==> src/rtl/tstg_ram.sv <==
`timescale 1ns / 1ps
module tstg_ram #(
  parameter int unsigned WIDTH = 15,
  parameter int unsigned DEPTH = 256
) (
  input  logic                     clk_i,
  input  logic                     we_i,
  input  logic [$clog2(DEPTH)-1:0] waddr_i,
  input  logic [WIDTH-1:0]         wdata_i,
  input  logic                     re_i,
  input  logic [$clog2(DEPTH)-1:0] raddr_i,
  output logic [WIDTH-1:0]         rdata_o
);

  logic [WIDTH-1:0] mem_q [DEPTH];
  logic [WIDTH-1:0] rdata_q;

  always_ff @(posedge clk_i) begin
    if (we_i) begin
      mem_q[waddr_i] <= wdata_i;
    end
    if (re_i) begin
      rdata_q <= mem_q[raddr_i];
    end
  end

  assign rdata_o = rdata_q;

endmodule

==> config.mk <==
export PLATFORM = sky130hd
export DESIGN_NAME = tstg_ram
export DESIGN_NICKNAME = d
export VERILOG_FILES = /design/src/rtl/tstg_ram.sv
export SDC_FILE = /design/constraint.sdc
export NUM_CORES = 2
export LEC_CHECK = 0
export BUFFER_PORTS_ARGS = -buffer_cell sky130_fd_sc_hd__buf_2
export CAP_MARGIN = 20
export CELL_PAD_IN_SITES_DETAIL_PLACEMENT = 2
export CELL_PAD_IN_SITES_GLOBAL_PLACEMENT = 2
export CORE_ASPECT_RATIO = 1.4
export CORE_MARGIN = 8
export CORE_UTILIZATION = 55
export CTS_CLUSTER_DIAMETER = 120
export CTS_CLUSTER_SIZE = 28
export DETAILED_ROUTE_END_ITERATION = 7
export PLACE_DENSITY_LB_ADDON = 0.25
export SYNTH_ARGS = -nofsm -noshare
export SYNTH_HDL_FRONTEND = slang
export SYNTH_SLANG_ARGS = --single-unit
==> constraint.sdc <==
create_clock -name clk_i -period 6.15 [get_ports clk_i]
set_input_delay 1.23 -clock clk_i [delete_from_list [all_inputs] [get_ports clk_i]]
set_output_delay 1.23 -clock clk_i [all_outputs]
set_load 0.01 [all_outputs]
==> impl_metrics.yaml, run 1 <==
yosys:
  synth.cell_area_mm2: 0.148
  yosysTopAreaCell: "edfxtp_1"
  synth.area.top_cells: "edfxtp_1, mux4_2, mux2i_1, a22oi_1, nor2_1"
  synth-adder-area-share_pct: 0
  synth_top_family_by_area: "multiplexers"
  yosys_warnings: 0
  synth_edf_count: 3855
  synth-simple-area-share_pct: 1.72
  ys_seq_elements: 3855
  ys.flop_type: "edfxtp_1"
  netlist_top_cells_count: "edfxtp_1, mux4_2, nor2_1"
  yosysSeqAreaShare_pct: 78.3
  netlist_instances: 6708
  post-synth-top-count-cell: "edfxtp_1"
  synth_compound_area_share_pct: 3.60
  synth_cell_types: 57
  synth-xor-area-share_pct: 0
  muxShareOfSynthArea_pct: 14.6
  synth_top_area_share_pct: 78.3
  syn-mean-instance-area_um2: 22.0
  synthArstFlopShare_pct: 0
  syn_nets: 6742
die:
  start_util_pct: 55.2
  core.rowCount: 225
  die_h_um: 629
  io_pins: 49
  die_w_um: 454
status:
  status: "stopped before the end"
  firstError: "Error: detail_place.tcl, 38 bad optional access"
  failing_step: "3_5_place_dp"
place:
  gp_congestion: 0.859
  portBuffers: 48
-- cell families after synthesis --
logic type,after synthesis
muxes,1119
buffers and inverters,411
and+or+nand+nor,552
AOI/OAI and AO/OA,771
DFF,3855
-- per-stage QoR --
| stage | worst slack (ns) | hold slack (ns) | cells | area [µm²] |
|---|---|---|---|---|
| after floorplan | 2.80 | 0.958 | 6708 | 148000 |
| after global placement | 0.688 | 1.14 | 10301 | 154000 |
==> run 2, diff against run 1 <==
==> config.mk (replaced) <==
export PLATFORM = sky130hd
export DESIGN_NAME = tstg_ram
export DESIGN_NICKNAME = d
export VERILOG_FILES = /design/src/rtl/tstg_ram.sv
export SDC_FILE = /design/constraint.sdc
export NUM_CORES = 2
export LEC_CHECK = 0
export BUFFER_PORTS_ARGS = -buffer_cell sky130_fd_sc_hd__buf_2
export CAP_MARGIN = 20
export CORE_MARGIN = 8
export CORE_UTILIZATION = 40
export DETAILED_ROUTE_END_ITERATION = 7
export PLACE_DENSITY_LB_ADDON = 0.15
export SYNTH_ARGS = -nofsm -noshare
export SYNTH_HDL_FRONTEND = slang
export SYNTH_SLANG_ARGS = --single-unit
==> impl_metrics.yaml, run 2 <==
place:
  hpwl_um: 256000
  dp.cells: 11662
  gp_congestion: 0.830
  portBuffers: 48
die:
  die_area_mm2: 0.389
  start_util_pct: 40.1
  die_w_um: 624
  die_h_um: 624
  core_area_mm2: 0.368
  core.rowCount: 223
  io_pins: 49
drt:
  routedWlPerCell_um: 34.0
  routed_wl_um: 423000
  antenna_left: 0
  route.met3.wl_um: 27400
  drt_iter0_markers: 8477
  vias: 72520
  drc_errors: 0
  viasPerCell: 5.84
  met2_length_um: 205000
  dr.max_layer_used: "met5"
  dr.pass1.iters: 5
  drt-met1-wl_um: 179000
setup_path:
  critPathTopFamily: "compound AO/OA/AOI/OAI gates"
  r2r_start: "mem_q[211][1]"
  cp_slowest_stage_delay_ns: 0.77
  cp.arrival_ns: 5.46
  crit_required_ns: 6.81
  cp.buffers_inverters: 3
  cp_slowest_cell: "nor3_1"
  path_common_cell: "buf_12"
  r2r_setup_slack_ns: 2.63
  critPathCaptureType: "flip-flop"
  startpoint_type: "input port"
  r2r_cells: 6
  worstSetupPathType: "in2reg"
  r2r_end: "rdata_o[1]"
  crit_chain: "buf_8 -> buf_12 -> buf_12 -> mux4_2 -> a22o_1 -> a221oi_1 -> o32ai_1 -> nor3_1 -> nor3b_1"
  path_max_fanout: 58
yosys:
  netlist_top_cells_count: "edfxtp_1, mux4_2, nor2_1"
  yosysTopAreaCell: "edfxtp_1"
  synth_top_area_share_pct: 78.3
  yosysSeqAreaShare_pct: 78.3
  yosys_warnings: 0
  synthArstFlopShare_pct: 0
  synth.cell_area_mm2: 0.148
  synth.area.top_cells: "edfxtp_1, mux4_2, mux2i_1, a22oi_1, nor2_1"
  syn-mean-instance-area_um2: 22.0
  ys_seq_elements: 3855
  netlist_instances: 6708
  synth_cell_types: 57
  post-synth-top-count-cell: "edfxtp_1"
  syn_nets: 6742
  synth_edf_count: 3855
  ys.flop_type: "edfxtp_1"
cts:
  postCtsSetupBuffers: 0
  clkSlewWorstSetupHoldPaths_ns: 0.06
  cts_tree: "built"
  insertion_delay_ns: 0.94
  cts_root_buf: "clkbuf_16"
  clock_path_buffers: 4
  htreeDepth: 5
  cts_sinks: 3855
  numCtsBuffers: 402
  cts-resized-gates: 0
  hold_buffers: 0
sta:
  tightest_slew_ns: 1.36
  rsz0062_at_grt: "no"
  period_minus_slack_ns: 4.80
  period_share_pct: 78.0
  timing.fmax_ghz: 0.208
  setup_viol: 0
  slew_headroom_pct: 9.64
  final-hold-violation-count: 0
  finClkSkew_ns: 0.0392
  whs_ns: 0.695
  drv_slew: 0
cells_and_area:
  num-nets-final: 7264
  fin_cells: 12414
  multi_input_area_mm2: 0.0297
  syn_to_final_growth_pct: 14.5
  final_common_cell: "edfxtp_1"
  top_register: "mem_q"
  final_cell_mix: "edfxtp_1, mux4_2, buf_4"
  fill_cells: 30656
  drive_gt1_share_pct: 27.1
  largest_reg_flops: 3840
  regArea_mm2: 0.116
worst_hold_path:
  holdPathStages: 1
  hp-class: "in2reg"
  min_from: "wdata_i[6]"
  worstHoldEndpoint: "mem_q[219][6]"
global_route:
  grt_antenna_before_repair: 40
  grt_pass1_wl_um: 589000
  overflow: 0
  grt_max_degree: 181
  grt_pass1_vias: 73317
  grtUsageTotal_pct: 21.2
power_and_ir_drop:
  vdd_drop_max_uv: 242
  power_density_mw_per_mm2: 331
  leakage_nw: 52.7
status:
  status: "completed"
job:
  cap_violations: 0
-- run 2: cell counts after synthesis --
No cell type changed its count.
-- run 2: cell type report --
class	count	area share (%)
inverters	3	0.00666
clock buffers	486	6.23
well taps	4837	3.58
repair buffers	526	2.72
clock inverters	250	1.42
diodes	15	0.0222
flip-flops and latches	3855	68.4
multi-input cells	2442	17.6
-- run 2: cells by family after synthesis --
kind of cell	Yosys count	share of synthesized area, %
AOI/OAI and AO/OA	771	3.60
buffers and inverters	411	1.71
DFF	3855	78.3
muxes	1119	14.6
and+or+nand+nor	552	1.72
-- run 2: how the worst max path moves through the flow --
stage	start	end	slack (ns)	depth (start not counted)
4_1_cts	raddr_i[0]	rdata_o[14]	1.42	9
2_1_floorplan	waddr_i[3]	mem_q[235][0]	2.80	6
3_5_place_dp	raddr_i[0]	rdata_o[14]	0.38	9
5_1_grt	raddr_i[0]	rdata_o[14]	1.35	9
6_report	raddr_i[1]	rdata_o[9]	1.35	9
3_3_place_gp	raddr_i[1]	rdata_o[0]	-0.23	9
-- run 2: through the flow --
step	TNS [ns]	setup slack, ns	utilization (%)	instance area [µm²]	power (mW)
after global routing	0	1.35	45.9	169000	57.4
after CTS	0	1.42	45.9	169000	56.4
after floorplan	0	2.80	-	148000	30.9
after global placement	-0.229	-0.229	42.4	156000	32.4
after detailed placement	0	0.377	42.4	156000	32.4
final	0	1.35	45.9	169000	55.9
-- run 2: power breakdown --
part	internal, mW	leakage [nW]	switching, mW
sequential	29.0	34.7	0.0480
combinational	0.889	11.7	1.89
clock	14.0	6.30	10.1
-- run 2: metal layers --
layer,up-vias,GRT usage (%)
met5,-,0
met4,6,5.38
met3,502,3.37
met2,2602,34.6
met1,39747,30.0
li1,29663,-
Note: power is estimated with default switching activity, not from simulation.
