<file path="src/rtl/tstg_pkg.sv">
`timescale 1ns / 1ps
package tstg_pkg;

  localparam int unsigned PHASE_BITS     = 32;
  localparam int unsigned SINE_DEPTH     = 256;
  localparam int unsigned SINE_AW        = 8;
  localparam int unsigned ROM_W          = 15;
  localparam int unsigned AMP_W          = 15;
  localparam int unsigned FREQ_W         = 16;
  localparam int unsigned DUR_W          = 16;
  localparam int unsigned SAMPLE_W       = 16;
  localparam int unsigned CNT_W          = 21;
  localparam int unsigned PROD_W         = 30;
  localparam int unsigned SAMPLES_PER_MS = 24;
  localparam int unsigned TICKS_PER_SEC  = SAMPLES_PER_MS * 1000;

  localparam logic [ROM_W-1:0] Q15_PEAK  = 15'h7fff;
  localparam logic [AMP_W-1:0] AMP_RESET = 15'd3000;
  localparam logic             CMD_TICK  = 1'b0;
  localparam logic             CMD_START = 1'b1;

  // phase step = floor(freq * 2^32 / rate) via reciprocal, exact for 16-bit freq
  localparam int unsigned STEP_SHIFT = 31;
  localparam logic [63:0] STEP_RECIP =
      ((64'd1 << 63) + 64'(TICKS_PER_SEC) - 64'd1) / 64'(TICKS_PER_SEC);

  localparam logic [63:0] HALF_PI_Q30 = 64'd1686629713;

  typedef logic [ROM_W-1:0] tstg_rom_t [SINE_DEPTH];

  typedef struct packed {
    logic              command;
    logic [FREQ_W-1:0] tone_freq;
    logic [DUR_W-1:0]  tone_duration;
  } tstg_in_t;

  typedef struct packed {
    logic signed [SAMPLE_W-1:0] sample;
    logic                       amp_enable;
    logic                       busy_res;
  } tstg_out_t;

  // per-tick side information traveling along with the table read
  typedef struct packed {
    logic valid;
    logic tone;
    logic neg;
    logic peak;
    logic amp_enable;
    logic busy;
  } tstg_meta_t;

  typedef struct packed {
    logic               en;
    logic [SINE_AW-1:0] addr;
    logic [ROM_W-1:0]   data;
  } tstg_wr_t;

  // quarter-wave Q15 sine, integer Taylor series, evaluated at elaboration
  function automatic tstg_rom_t build_sine_rom();
    tstg_rom_t   rom;
    logic [63:0] x;
    logic [63:0] x2;
    logic [63:0] term;
    logic [63:0] v;
    longint      sum;
    for (int k = 0; k < SINE_DEPTH; k++) begin
      x    = (HALF_PI_Q30 * 64'(k)) / 64'(SINE_DEPTH);
      x2   = (x * x) >> 30;
      term = x;
      sum  = longint'(x);
      for (int n = 1; n <= 10; n++) begin
        term = (term * x2) >> 30;
        term = term / 64'((2 * n) * (2 * n + 1));
        if ((n % 2) == 1) begin
          sum = sum - longint'(term);
        end else begin
          sum = sum + longint'(term);
        end
      end
      if (sum < 0) begin
        sum = 0;
      end
      v = ((64'(sum) * 64'(Q15_PEAK)) + (64'd1 << 29)) >> 30;
      if (v > 64'(Q15_PEAK)) begin
        v = 64'(Q15_PEAK);
      end
      rom[k] = ROM_W'(v);
    end
    return rom;
  endfunction

  localparam tstg_rom_t SINE_ROM = build_sine_rom();

endpackage

</file>
<file path="src/rtl/tstg_scale.sv">
`timescale 1ns / 1ps
module tstg_scale (
  input  logic                          clk_i,
  input  logic                          rst_ni,
  input  tstg_pkg::tstg_meta_t          iss_i,
  input  logic [tstg_pkg::ROM_W-1:0]    rd_data_i,
  input  logic                          cfg_wr_en_i,
  input  logic [tstg_pkg::AMP_W-1:0]    cfg_wr_data_i,
  input  logic                          out_stall_i,
  output logic                          take_o,
  output logic                          out_valid_o,
  output tstg_pkg::tstg_out_t           out_data_o
);

  import tstg_pkg::*;

  logic [AMP_W-1:0]    amp_q;
  logic                v1_q, v2_q, v3_q;
  tstg_meta_t          m1_q, m2_q;
  logic [PROD_W-1:0]   p2_q;
  tstg_out_t           out_q;

  logic                take2, take3;
  logic [ROM_W-1:0]    tab;
  logic [PROD_W-1:0]   prod;
  logic [PROD_W:0]     est_sum;
  logic [SAMPLE_W-1:0] q0;
  logic [31:0]         rem;
  logic [SAMPLE_W-1:0] mag;
  tstg_out_t           out_d;

  // a stage loads when it is empty or its content moves on
  assign take3  = !v3_q || !out_stall_i;
  assign take2  = !v2_q || take3;
  assign take_o = !v1_q || take2;

  assign tab  = m1_q.peak ? Q15_PEAK : rd_data_i;
  assign prod = {15'b0, tab} * {15'b0, amp_q};

  // floor(p / 32767): estimate from below, then one correction step
  assign est_sum = {1'b0, p2_q} + (PROD_W + 1)'(p2_q[PROD_W-1:15]);
  assign q0      = est_sum[PROD_W:15];
  assign rem     = {2'b0, p2_q} + 32'(q0) - 32'({q0, 15'b0});
  assign mag     = (rem >= 32'(Q15_PEAK)) ? q0 + 1'b1 : q0;

  always_comb begin
    out_d.amp_enable = m2_q.amp_enable;
    out_d.busy_res   = m2_q.busy;
    if (!m2_q.tone) begin
      out_d.sample = '0;
    end else if (m2_q.neg) begin
      out_d.sample = $signed(SAMPLE_W'(-mag));
    end else begin
      out_d.sample = $signed(mag);
    end
  end

  always_ff @(posedge clk_i or negedge rst_ni) begin
    if (!rst_ni) begin
      amp_q <= AMP_RESET;
      v1_q  <= 1'b0;
      v2_q  <= 1'b0;
      v3_q  <= 1'b0;
    end else begin
      if (cfg_wr_en_i) begin
        amp_q <= cfg_wr_data_i;
      end
      if (take_o) begin
        v1_q <= iss_i.valid;
      end
      if (take2) begin
        v2_q <= v1_q;
      end
      if (take3) begin
        v3_q <= v2_q;
      end
    end
  end

  always_ff @(posedge clk_i) begin
    if (take_o) begin
      m1_q <= iss_i;
    end
    if (take2) begin
      m2_q <= m1_q;
      p2_q <= prod;
    end
    if (take3) begin
      out_q <= out_d;
    end
  end

  assign out_valid_o = v3_q;
  assign out_data_o  = out_q;

  a_sample_in_range: assert property (@(posedge clk_i) disable iff (!rst_ni)
    v3_q |-> out_q.sample != 16'sh8000)
    else $error("sample magnitude beyond Q15 peak");

  a_silent_when_off: assert property (@(posedge clk_i) disable iff (!rst_ni)
    v3_q && !out_q.amp_enable |-> out_q.sample == '0)
    else $error("nonzero sample with amplifier off");

  a_stall_keeps_pipe: assert property (@(posedge clk_i) disable iff (!rst_ni)
    v2_q && v3_q && out_stall_i |=> v2_q && v3_q)
    else $error("result lost while output stalled");

endmodule

</file>
<file path="config.mk">
export PLATFORM = sky130hd
export DESIGN_NAME = tstg_scale
export DESIGN_NICKNAME = d
export VERILOG_FILES = /design/src/rtl/tstg_pkg.sv /design/src/rtl/tstg_scale.sv
export SDC_FILE = /design/constraint.sdc
export NUM_CORES = 1
export LEC_CHECK = 0
export CAP_MARGIN = 20
export CORE_MARGIN = 2
export CORE_UTILIZATION = 65
export DETAILED_ROUTE_END_ITERATION = 10
export DONT_BUFFER_PORTS = 1
export PLACE_DENSITY = 0.82
export SLEW_MARGIN = 20
export SYNTH_ARGS = -nofsm -noshare
export SYNTH_HDL_FRONTEND = slang
export SYNTH_SLANG_ARGS = --single-unit
</file>
<file path="constraint.sdc">
create_clock -name clk_i -period 17.5 [get_ports clk_i]
set_clock_uncertainty 0.15 [all_clocks]
set_input_delay 1.75 -clock clk_i [delete_from_list [all_inputs] [get_ports clk_i]]
set_output_delay 1.75 -clock clk_i [all_outputs]
set_load 0.01 [all_outputs]
</file>
==> impl_metrics.tcl <==
set metrics [dict create \
    io_buffer_count 0 \
    max_cap_viol_count 0 \
    antenna_left 0 \
    drc 0 \
    hold_path.class "register to register" \
    gp_congestion 0.938 \
    area_growth_syn_to_layout_pct 3.14 \
    yosysUniqueCellTypes 78 \
    max_clock_freq_mhz 111 \
    cts_tree "done" \
    grt_overflow 0 \
    viasPerCell 6.13 \
    setup_viol 0 \
    die_w_um 148 \
    ys_seq_elements 75 \
    slew_viol_final 0 \
    antenna_cells 0 \
    routedWlPerCell_um 18.9 \
    start_kind "register" \
    dr.first_iter.drc_count 734 \
    clk_pin_slew_ps 60 \
    syn_inst 1488 \
    cp.arrival_ps 9010 \
    ys_seq_area_share_pct 16.0 \
    io_pins 60 \
    core_area_mm2 0.0204 \
    syn-cell-area_mm2 0.0136 \
    min_period_ps 9050 \
    die_area_mm2 0.0220 \
    synth_flop_cell "edfxtp_1" \
    path_max_fanout 12 \
    grt_max_degree 36 \
    antenna_found_initial 0 \
    yosysWarnings 0 \
    synth_top_cell_by_area "fa_1" \
    vias 10549 \
    setup_tns_ps 0 \
    critPathKind "register to register" \
    synth.area.top_cells "fa_1, ha_1, edfxtp_1, inv_1, nand2_1" \
    timing.critical_path.slowest_cell_delay_ps 640 \
    synth_fp_nets 1864 \
    drive_gt1_share_pct 4.96 \
    synth_edf_count 57 \
    wl_um 32500 \
    die_y_um 148 \
    htree_num_levels 3 \
    cp.required_ps 17460 \
    hold_viol_final 0 \
    num_rows 52 \
    dp_hpwl_um 25800 \
    synth_area_per_cell_um2 9.11 \
    synth_top_area_share_pct 24.7 \
    cts.sinks 75 \
    cts-hold-fix-buffers 0 \
    post_cts_resize_count 0 \
    dr.pass1.iters 5 \
    cts_buffers 9 \
    cp-end-kind "register" \
    clk_latency_ps 360 \
    status "finished clean" \
    first_global_vias 10836 \
    grt_pass1_wl_um 54100 \
    track_usage_pct 31.0 \
    root_buffer "clkbuf_16" \
    cp_slowest_cell "o21ai_0" \
    initial_core_util_pct 66.5 \
    rsz0062_at_grt "no" \
    fin_crit_sh_pct 51.7 \
    clock_path_buffers 2 \
    cts_setup_buffers 0 \
    async_flop_share_pct 24.0 \
    finalNetCount 1822 \
    tightest_slew_ps 1030 \
    max_slew_margin_pct 31.5 \
]
final timing paths:
kind	cells after the start	from	end	slack [ps]
min reg2reg	0	m2_q[0]$_DFFE_PP_	out_data_o[0]$_DFFE_PP_	280
min	0	m2_q[0]$_DFFE_PP_	out_data_o[0]$_DFFE_PP_	280
max reg2reg	32	p2_q[16]$_DFFE_PP_	out_data_o[15]$_SDFFCE_PN0P_	8450
max in group asynchronous	0	rst_ni	amp_q[11]$_DFFE_PN1P_	16090
max	32	p2_q[16]$_DFFE_PP_	out_data_o[15]$_SDFFCE_PN0P_	8450
min in group asynchronous	0	rst_ni	amp_q[1]$_DFFE_PN0P_	930
routing by layer:
layer  vias to the layer above  routed length, um  GRT usage (%)
li1                       4797                  -              -
met1                      5241              13300           40.5
met2                       438              16200           53.6
met3                        73               2250           5.00
met4                         0                803           9.05
met5                         -                  0              0
final cells by class:
class	count	area (um^2)
inverters	235	882
multi-input cells	1122	10300
flip-flops and latches	75	2170
clock buffers	9	225
well taps	270	338
repair buffers	3	22.5
fillers	1544	6390
clock inverters	7	57.6
through the flow:
step / hold slack (ps) / instance area, um^2 / util (%) / std cells / setup slack [ps]
finish: 284 / 14000 / 68.6 / 1721 / 8450
CTS: 286 / 14000 / 68.6 / 1721 / 8490
global route: 295 / 14000 / 68.6 / 1721 / 7820
floorplan: 250 / 13600 / - / 1488 / 9070
detailed placement: 259 / 13700 / 67.2 / 1705 / 8200
global placement: 253 / 13700 / 67.2 / 1705 / 8510
synth_stat cells, drive strengths merged (11+ instances only):
library cell  count
xor2             14
a21oi            50
fa              167
and2             95
or2              14
nor3             22
o21ai            38
nand4            16
mux2             17
clkbuf           50
inv             235
nor2b            21
nor2             59
nand2b           12
ha              169
and3             17
a21o             25
edfxtp           57
dfrtp            11
xnor2            64
nand3            20
nand2           174
cells by family (layout without fill, tap and decap cells):
group,Yosys count,in the layout,share of synthesized area (%)
buf+inv,291,254,8.12
mux,27,27,2.30
compound gates,195,195,9.89
fa+ha+maj,336,336,40.3
simple gates,486,486,18.3
xor+xnor,78,78,5.10
flops,75,75,16.0
state kept, by name, indices dropped and copies added, names as in the netlist:
name	count
amp_q	15
m2_q	4
out_data_o	18
out_valid_o	1
v1_q	1
p2_q	30
v2_q	1
m1_q	5
worst max-delay path: cells and delay by family, from the launching register on:
kind                       cells  cell delay, ps
AOI/OAI and AO/OA             11            2860
buffers and inverters          2             210
and+or+nand+nor               14            3530
DFF                            1             470
adders and majority gates      4            1460
muxes                          1             140
cell usage in the layout, fill, tap and decap left out, drive strengths merged, types with 6 or more instances in the layout:
cell type and n:
nor2b 21, clkbuf 9, nand2 174, edfxtp 57
a21boi 6, and2 95, o21a 8, and4 8
o21ai 38, xnor2 64, mux2 17, nor4 8
nor3 22, a21oi 50, o21bai 9, xor2 14
dfrtp 11, mux2i 9, inv 239, fa 167
a31oi 9, ha 169, nor2 59, nand2b 12
or2 14, dfstp 7, a21o 25, o211ai 9
or3 8, nand3 20, and3 17, nand4 16
a211oi 9
Power is not shown: default switching activity piles up to over one toggle a cycle in this logic, so the estimate is an artifact.
