--- config.mk ---
export PLATFORM = sky130hd
export DESIGN_NAME = tstg_ctrl
export DESIGN_NICKNAME = d
export VERILOG_FILES = /design/src/rtl/tstg_pkg.sv /design/src/rtl/tstg_ctrl.sv
export SDC_FILE = /design/constraint.sdc
export NUM_CORES = 1
export LEC_CHECK = 0
export BUFFER_PORTS_ARGS = -buffer_cell sky130_fd_sc_hd__buf_2
export CORE_ASPECT_RATIO = 1.1
export CORE_UTILIZATION = 40
export CTS_CLUSTER_DIAMETER = 60
export CTS_CLUSTER_SIZE = 30
export DETAILED_ROUTE_END_ITERATION = 16
export HOLD_SLACK_MARGIN = 0.12
export PLACE_DENSITY = 0.63
export SLEW_MARGIN = 20
export SYNTH_ARGS = -nofsm -noshare
export SYNTH_HDL_FRONTEND = slang
export SYNTH_SLANG_ARGS = --single-unit
export TNS_END_PERCENT = 20
--- constraint.sdc ---
create_clock -name clk_i -period 7.6 [get_ports clk_i]
set_input_delay 0.38 -clock clk_i [delete_from_list [all_inputs] [get_ports clk_i]]
set_output_delay 0.38 -clock clk_i [all_outputs]
set_load 0.1 [all_outputs]
--- src/rtl/tstg_pkg.sv ---
`timescale 1ns / 1ps
package tstg_pkg;

  localparam int unsigned PHASE_BITS     = 32;
  localparam int unsigned SINE_DEPTH     = 256;
  localparam int unsigned SINE_AW        = 8;
  localparam int unsigned ROM_W          = 15;
  localparam int unsigned AMP_W          = 15;
  localparam int unsigned FREQ_W         = 16;
  localparam int unsigned DUR_W          = 16;
  localparam int unsigned SAMPLE_W       = 16;
  localparam int unsigned CNT_W          = 21;
  localparam int unsigned PROD_W         = 30;
  localparam int unsigned SAMPLES_PER_MS = 24;
  localparam int unsigned TICKS_PER_SEC  = SAMPLES_PER_MS * 1000;

  localparam logic [ROM_W-1:0] Q15_PEAK  = 15'h7fff;
  localparam logic [AMP_W-1:0] AMP_RESET = 15'd3000;
  localparam logic             CMD_TICK  = 1'b0;
  localparam logic             CMD_START = 1'b1;

  // phase step = floor(freq * 2^32 / rate) via reciprocal, exact for 16-bit freq
  localparam int unsigned STEP_SHIFT = 31;
  localparam logic [63:0] STEP_RECIP =
      ((64'd1 << 63) + 64'(TICKS_PER_SEC) - 64'd1) / 64'(TICKS_PER_SEC);

  localparam logic [63:0] HALF_PI_Q30 = 64'd1686629713;

  typedef logic [ROM_W-1:0] tstg_rom_t [SINE_DEPTH];

  typedef struct packed {
    logic              command;
    logic [FREQ_W-1:0] tone_freq;
    logic [DUR_W-1:0]  tone_duration;
  } tstg_in_t;

  typedef struct packed {
    logic signed [SAMPLE_W-1:0] sample;
    logic                       amp_enable;
    logic                       busy_res;
  } tstg_out_t;

  // per-tick side information traveling along with the table read
  typedef struct packed {
    logic valid;
    logic tone;
    logic neg;
    logic peak;
    logic amp_enable;
    logic busy;
  } tstg_meta_t;

  typedef struct packed {
    logic               en;
    logic [SINE_AW-1:0] addr;
    logic [ROM_W-1:0]   data;
  } tstg_wr_t;

  // quarter-wave Q15 sine, integer Taylor series, evaluated at elaboration
  function automatic tstg_rom_t build_sine_rom();
    tstg_rom_t   rom;
    logic [63:0] x;
    logic [63:0] x2;
    logic [63:0] term;
    logic [63:0] v;
    longint      sum;
    for (int k = 0; k < SINE_DEPTH; k++) begin
      x    = (HALF_PI_Q30 * 64'(k)) / 64'(SINE_DEPTH);
      x2   = (x * x) >> 30;
      term = x;
      sum  = longint'(x);
      for (int n = 1; n <= 10; n++) begin
        term = (term * x2) >> 30;
        term = term / 64'((2 * n) * (2 * n + 1));
        if ((n % 2) == 1) begin
          sum = sum - longint'(term);
        end else begin
          sum = sum + longint'(term);
        end
      end
      if (sum < 0) begin
        sum = 0;
      end
      v = ((64'(sum) * 64'(Q15_PEAK)) + (64'd1 << 29)) >> 30;
      if (v > 64'(Q15_PEAK)) begin
        v = 64'(Q15_PEAK);
      end
      rom[k] = ROM_W'(v);
    end
    return rom;
  endfunction

  localparam tstg_rom_t SINE_ROM = build_sine_rom();

endpackage

--- src/rtl/tstg_ctrl.sv ---
`timescale 1ns / 1ps
module tstg_ctrl #(
  parameter int unsigned TAIL_SAMPLES = 480,
  parameter int unsigned TAIL_W       = 9
) (
  input  logic                           clk_i,
  input  logic                           rst_ni,
  input  logic                           in_valid_i,
  input  tstg_pkg::tstg_in_t             in_data_i,
  input  logic                           take_i,
  output logic                           in_stall_o,
  output tstg_pkg::tstg_meta_t           iss_o,
  output logic [tstg_pkg::SINE_AW-1:0]   rd_addr_o,
  output tstg_pkg::tstg_wr_t             wr_o
);

  import tstg_pkg::*;

  typedef enum logic [1:0] {
    MODE_IDLE,
    MODE_TONE,
    MODE_TAIL,
    MODE_SILENCE
  } mode_e;

  localparam mode_e             AFTER_TONE = (TAIL_SAMPLES > 0) ? MODE_TAIL : MODE_IDLE;
  localparam logic [TAIL_W-1:0] TAIL_LOAD  = TAIL_W'(TAIL_SAMPLES);

  mode_e                 mode_q, mode_d;
  logic [PHASE_BITS-1:0] phase_acc_q, phase_acc_d;
  logic [PHASE_BITS-1:0] phase_step_q, phase_step_d;
  logic [CNT_W-1:0]      samples_left_q, samples_left_d;
  logic [TAIL_W-1:0]     tail_left_q, tail_left_d;
  logic                  fill_q, fill_d;
  logic [SINE_AW-1:0]    fill_cnt_q, fill_cnt_d;

  logic                  accept;
  logic                  start;
  logic                  tick;
  logic [79:0]           step_prod;
  logic [PHASE_BITS-1:0] step_calc;
  logic [CNT_W:0]        cnt_full;
  logic [CNT_W-1:0]      cnt;
  logic [CNT_W-1:0]      sl_dec;
  logic [TAIL_W-1:0]     tl_dec;
  logic [SINE_AW+1:0]    idx;
  logic [1:0]            quad;
  logic [SINE_AW-1:0]    off;

  assign in_stall_o = fill_q || !take_i;
  assign accept     = in_valid_i && !in_stall_o;
  assign start      = accept && (in_data_i.command == CMD_START);
  assign tick       = accept && (in_data_i.command == CMD_TICK);

  assign step_prod = {64'b0, in_data_i.tone_freq} * {16'b0, STEP_RECIP};
  assign step_calc = step_prod[STEP_SHIFT +: PHASE_BITS];

  assign cnt_full = (CNT_W + 1)'(in_data_i.tone_duration) * (CNT_W + 1)'(SAMPLES_PER_MS);
  assign cnt      = cnt_full[CNT_W] ? {CNT_W{1'b1}} : cnt_full[CNT_W-1:0];

  assign sl_dec = samples_left_q - CNT_W'(samples_left_q != '0);
  assign tl_dec = tail_left_q - TAIL_W'(tail_left_q != '0);

  // quadrant and offset from the top phase bits, odd quadrants mirror the table
  assign idx       = phase_acc_q[PHASE_BITS-1 -: SINE_AW + 2];
  assign quad      = idx[SINE_AW+1:SINE_AW];
  assign off       = idx[SINE_AW-1:0];
  assign rd_addr_o = quad[0] ? ({SINE_AW{1'b0}} - off) : off;

  always_comb begin
    iss_o.valid      = tick;
    iss_o.tone       = (mode_q == MODE_TONE);
    iss_o.neg        = quad[1];
    iss_o.peak       = quad[0] && (off == '0);
    iss_o.amp_enable = (mode_q == MODE_TONE) || (mode_q == MODE_TAIL);
    iss_o.busy       = (mode_q != MODE_IDLE);
  end

  always_comb begin
    wr_o.en   = fill_q;
    wr_o.addr = fill_cnt_q;
    wr_o.data = SINE_ROM[fill_cnt_q];
  end

  always_comb begin
    mode_d         = mode_q;
    phase_acc_d    = phase_acc_q;
    phase_step_d   = phase_step_q;
    samples_left_d = samples_left_q;
    tail_left_d    = tail_left_q;
    fill_d         = fill_q;
    fill_cnt_d     = fill_cnt_q;

    // table load after reset
    if (fill_q) begin
      fill_cnt_d = fill_cnt_q + 1'b1;
      if (fill_cnt_q == SINE_AW'(SINE_DEPTH - 1)) begin
        fill_d = 1'b0;
      end
    end

    if (start) begin
      phase_acc_d    = '0;
      samples_left_d = cnt;
      tail_left_d    = '0;
      if (in_data_i.tone_freq == '0) begin
        phase_step_d = '0;
        mode_d       = (cnt != '0) ? MODE_SILENCE : MODE_IDLE;
      end else begin
        phase_step_d = step_calc;
        if (cnt != '0) begin
          mode_d = MODE_TONE;
        end else begin
          tail_left_d = TAIL_LOAD;
          mode_d      = AFTER_TONE;
        end
      end
    end else if (tick) begin
      case (mode_q)
        MODE_TONE: begin
          phase_acc_d    = phase_acc_q + phase_step_q;
          samples_left_d = sl_dec;
          if (sl_dec == '0) begin
            tail_left_d = TAIL_LOAD;
            mode_d      = AFTER_TONE;
          end
        end
        MODE_TAIL: begin
          tail_left_d = tl_dec;
          if (tl_dec == '0) begin
            mode_d = MODE_IDLE;
          end
        end
        MODE_SILENCE: begin
          samples_left_d = sl_dec;
          if (sl_dec == '0) begin
            mode_d = MODE_IDLE;
          end
        end
        default: begin
          mode_d = MODE_IDLE;
        end
      endcase
    end
  end

  always_ff @(posedge clk_i or negedge rst_ni) begin
    if (!rst_ni) begin
      mode_q         <= MODE_IDLE;
      phase_acc_q    <= '0;
      phase_step_q   <= '0;
      samples_left_q <= '0;
      tail_left_q    <= '0;
      fill_q         <= 1'b1;
      fill_cnt_q     <= '0;
    end else begin
      mode_q         <= mode_d;
      phase_acc_q    <= phase_acc_d;
      phase_step_q   <= phase_step_d;
      samples_left_q <= samples_left_d;
      tail_left_q    <= tail_left_d;
      fill_q         <= fill_d;
      fill_cnt_q     <= fill_cnt_d;
    end
  end

  a_no_tick_during_fill: assert property (@(posedge clk_i) disable iff (!rst_ni)
    fill_q |-> !iss_o.valid)
    else $error("tick issued while sine table is loading");

  a_tone_has_samples: assert property (@(posedge clk_i) disable iff (!rst_ni)
    (mode_q == MODE_TONE) || (mode_q == MODE_SILENCE) |-> samples_left_q != '0)
    else $error("tone or silence running with no samples left");

  a_silence_no_step: assert property (@(posedge clk_i) disable iff (!rst_ni)
    mode_q == MODE_SILENCE |-> phase_step_q == '0)
    else $error("silence period with nonzero phase step");

endmodule

==> impl_metrics.csv <==
group,metric,value,unit
floorplan,core,57200,µm²
drt,drt_first_pass_iters,6,
setup_path,timing.critical_path.from,"in_data_i[20]",
yosys,synth_cell_type_count,81,
drt,wl,81800,µm
hold_path,min_path_type,"primary input to register",
global_routing,grt_util_all_layers,28.0,%
drt,vias,20800,
cts,cts_tree,"yes",
timing,period_share,89.6,%
setup_path,required,7.89,ns
setup_path,crit_path_end_kind,"register",
drt,via_per_inst,5.86,
floorplan,die_h,254,µm
yosys,synth_area,23100,µm²
yosys,synthDominantCellAreaShare,23.1,%
cells_and_area,fin_area,24500,µm²
setup_path,cp_cell_sequence,"buf_2 > fa_1 > inv_1 > fa_1 > inv_1 > fa_1 > inv_1 > fa_1 > fa_1 > fa_1 > inv_1 > ha_1 > a211oi_1 > o21bai_1 > a31o_2 > o211ai_1 > buf_4 > o21ai_0 > a21oi_1 > o21ai_0 > a2111oi_0 > a221o_1",
yosys,synth-seq-area-share,11.4,%
global_routing,grt_max_degree,85,
cells_and_area,antenna_cells,0,
drt,wl_per_cell,23.0,µm
setup_path,crit_slowest_cell,"fa_1",
timing,finalClockSkew,0.0188,ns
yosys,syn_nets,3429,
setup_path,worstSetupPathType,"primary input to register",
global_routing,antenna_found_initial,0,
global_routing,grt_pass1_vias,21000,
place,gp_congestion,1.00,
floorplan,die-area,58700,µm²
cts,cts_made_buffers,9,
timing,worst_slew_pin_slew,1.02,ns
cts,post_cts_buffers,0,
yosys,synth.area.top_cells,"fa_1, ha_1, dfrtp_1, inv_1, a21oi_1",
place,place_area,24100,µm²
yosys,synth.ff_latch_count,105,
yosys,synthArstFlopShare,100,%
yosys,synth_cells,2815,
timing,fin_setup_tns,0,ns
setup_path,cpMostUsedCell,"fa_1",
cells_and_area,nets,3414,
drt,drc,0,
drt,antenna_left,0,
cts,cts_buffer_depth,2,
timing,rsz0062_at_grt,"false",
global_routing,grt_first_pass_wirelength,125000,µm
timing,setup_viol,0,
place,port_buffers,75,
yosys,yosysWarnings,0,
cells_and_area,drive_above_1_share,5.78,%
timing,maxSlewViolCount,0,
setup_path,rr_startpoint,"samples_left_q[12]",
cells_and_area,area_growth,5.91,%
global_routing,grt_overflow,0,
cts,worstSkewPairLatency,0.36,ns
timing,hold_viol_final,0,
cts,cts-resized-gates,0,
cts,clkTransAtPathRegs,0.07,ns
setup_path,cp_slowest_stage_delay,0.65,ns
cts,cts-root-buf,"clkbuf_16",
yosys,yosysTopAreaCell,"fa_1",
floorplan,ios,76,
yosys,synth-main-ff-cell,"dfrtp_1",
status,status,"complete, no violations",
flow_run,maxCapViolCount,0,
timing,worst_slew_margin_rel,32.0,%
place,hpwl,66400,µm
cts,cts.htree.levels,3,
setup_path,cp-start-kind,"primary input",
yosys,postSynthAreaPerCell,8.20,µm²
yosys,synth_edf_count,0,
setup_path,cp_max_fo,8,
timing,timing.fmax,147,MHz
floorplan,die_w,231,µm
setup_path,cp.arrival,7.10,ns
cts,cts_num_sinks,105,
hold_path,hp-start,"in_data_i[0]",
drt,dr.first_iter.drc_count,2004,
floorplan,initial_utilization,40.4,%
timing,min_period,6.81,ns
floorplan,rows,92,
through the flow:
step	util (%)	setup slack (ns)	instances	hold WS, ns
2_1_floorplan	-	1.32	2815	0.0844
3_3_place_gp	42.2	0.398	3540	0.419
3_5_place_dp	42.2	0.431	3540	0.416
4_1_cts	42.8	0.828	3557	0.443
5_1_grt	42.8	0.267	3557	0.514
6_report	42.8	0.791	3557	0.465
cell usage after synthesis (32+ instances only):
master	instances
xor2_1	32
a21o_1	48
nor2_1	173
xnor2_1	48
nand3_1	54
clkbuf_1	102
ha_1	311
a211oi_1	50
a21oi_1	216
o21ai_0	205
inv_1	451
dfrtp_1	104
nor3_1	49
nand2_1	240
fa_1	266
layer usage:
metal  routed length, µm  vias up  GRT usage (%)
met5                   0        -              0
met4                4660        0           14.0
met3                4460      192           3.19
met2               38700      862           46.9
met1               34000    10100           35.5
li1                    -     9643              -
state kept, by name, summed over array words and instances (netlist names):
register / cells
fill_cnt_q: 8
phase_step_q: 32
fill_q: 1
phase_acc_q: 32
tail_left_q: 9
samples_left_q: 21
mode_q: 2
cell type report:
| class | instances | area [µm²] |
|---|---|---|
| clock buffers | 9 | 225 |
| clock inverters | 7 | 87.6 |
| fillers | 5794 | 32800 |
| inverters | 452 | 1700 |
| multi-input cells | 2129 | 18300 |
| flip-flops and latches | 105 | 2640 |
| well taps | 752 | 941 |
| repair buffers | 103 | 591 |
cell families (layout without fill, tap and decap cells):
logic type | Yosys count | after routing | synth area share, %
fa+ha+maj | 577 | 577 | 39.9
compound gates | 771 | 771 | 21.1
simple gates | 685 | 685 | 13.9
xor+xnor | 80 | 80 | 3.03
buf+inv | 581 | 571 | 9.55
mux | 16 | 16 | 1.07
flops | 105 | 105 | 11.4
timing repair:
action                                  4_1_cts  5_1_grt
hold buffers                                  1        0
endpoints found under the setup margin        0        0
hold endpoints to repair                     42        0
critical path: cells and delay by family:
kind                     cells  cell delay, ns
buffers and inverters        6            0.77
AO/OA/AOI/OAI                9            2.49
adder cells (fa/ha/maj)      7            3.47
placed cells by master (no fill, tap or decap), types with 32 or more instances in the layout:
cell type,n
inv_1,451
ha_1,311
fa_1,266
nand2_1,239
a21oi_1,216
o21ai_0,204
nor2_1,172
dfrtp_1,100
buf_2,74
nand3_1,54
a211oi_1,50
nor3_1,49
a21o_1,48
xnor2_1,48
xor2_1,32
final timing paths:
path                                endpoint  slack (ns)  cells after the start
max                         phase_step_q[11]        0.79                     22
min                        samples_left_q[3]        0.47                      5
max reg2reg                   tail_left_q[3]        3.05                     15
min reg2reg                   phase_acc_q[3]        0.49                      2
max in group asynchronous      fill_cnt_q[2]        5.71                      3
min in group asynchronous     tail_left_q[8]        0.56                      2
Power is left out: the tool's default activity adds up to more than one toggle a clock period on the data nets, which glitch-free logic cannot reach.
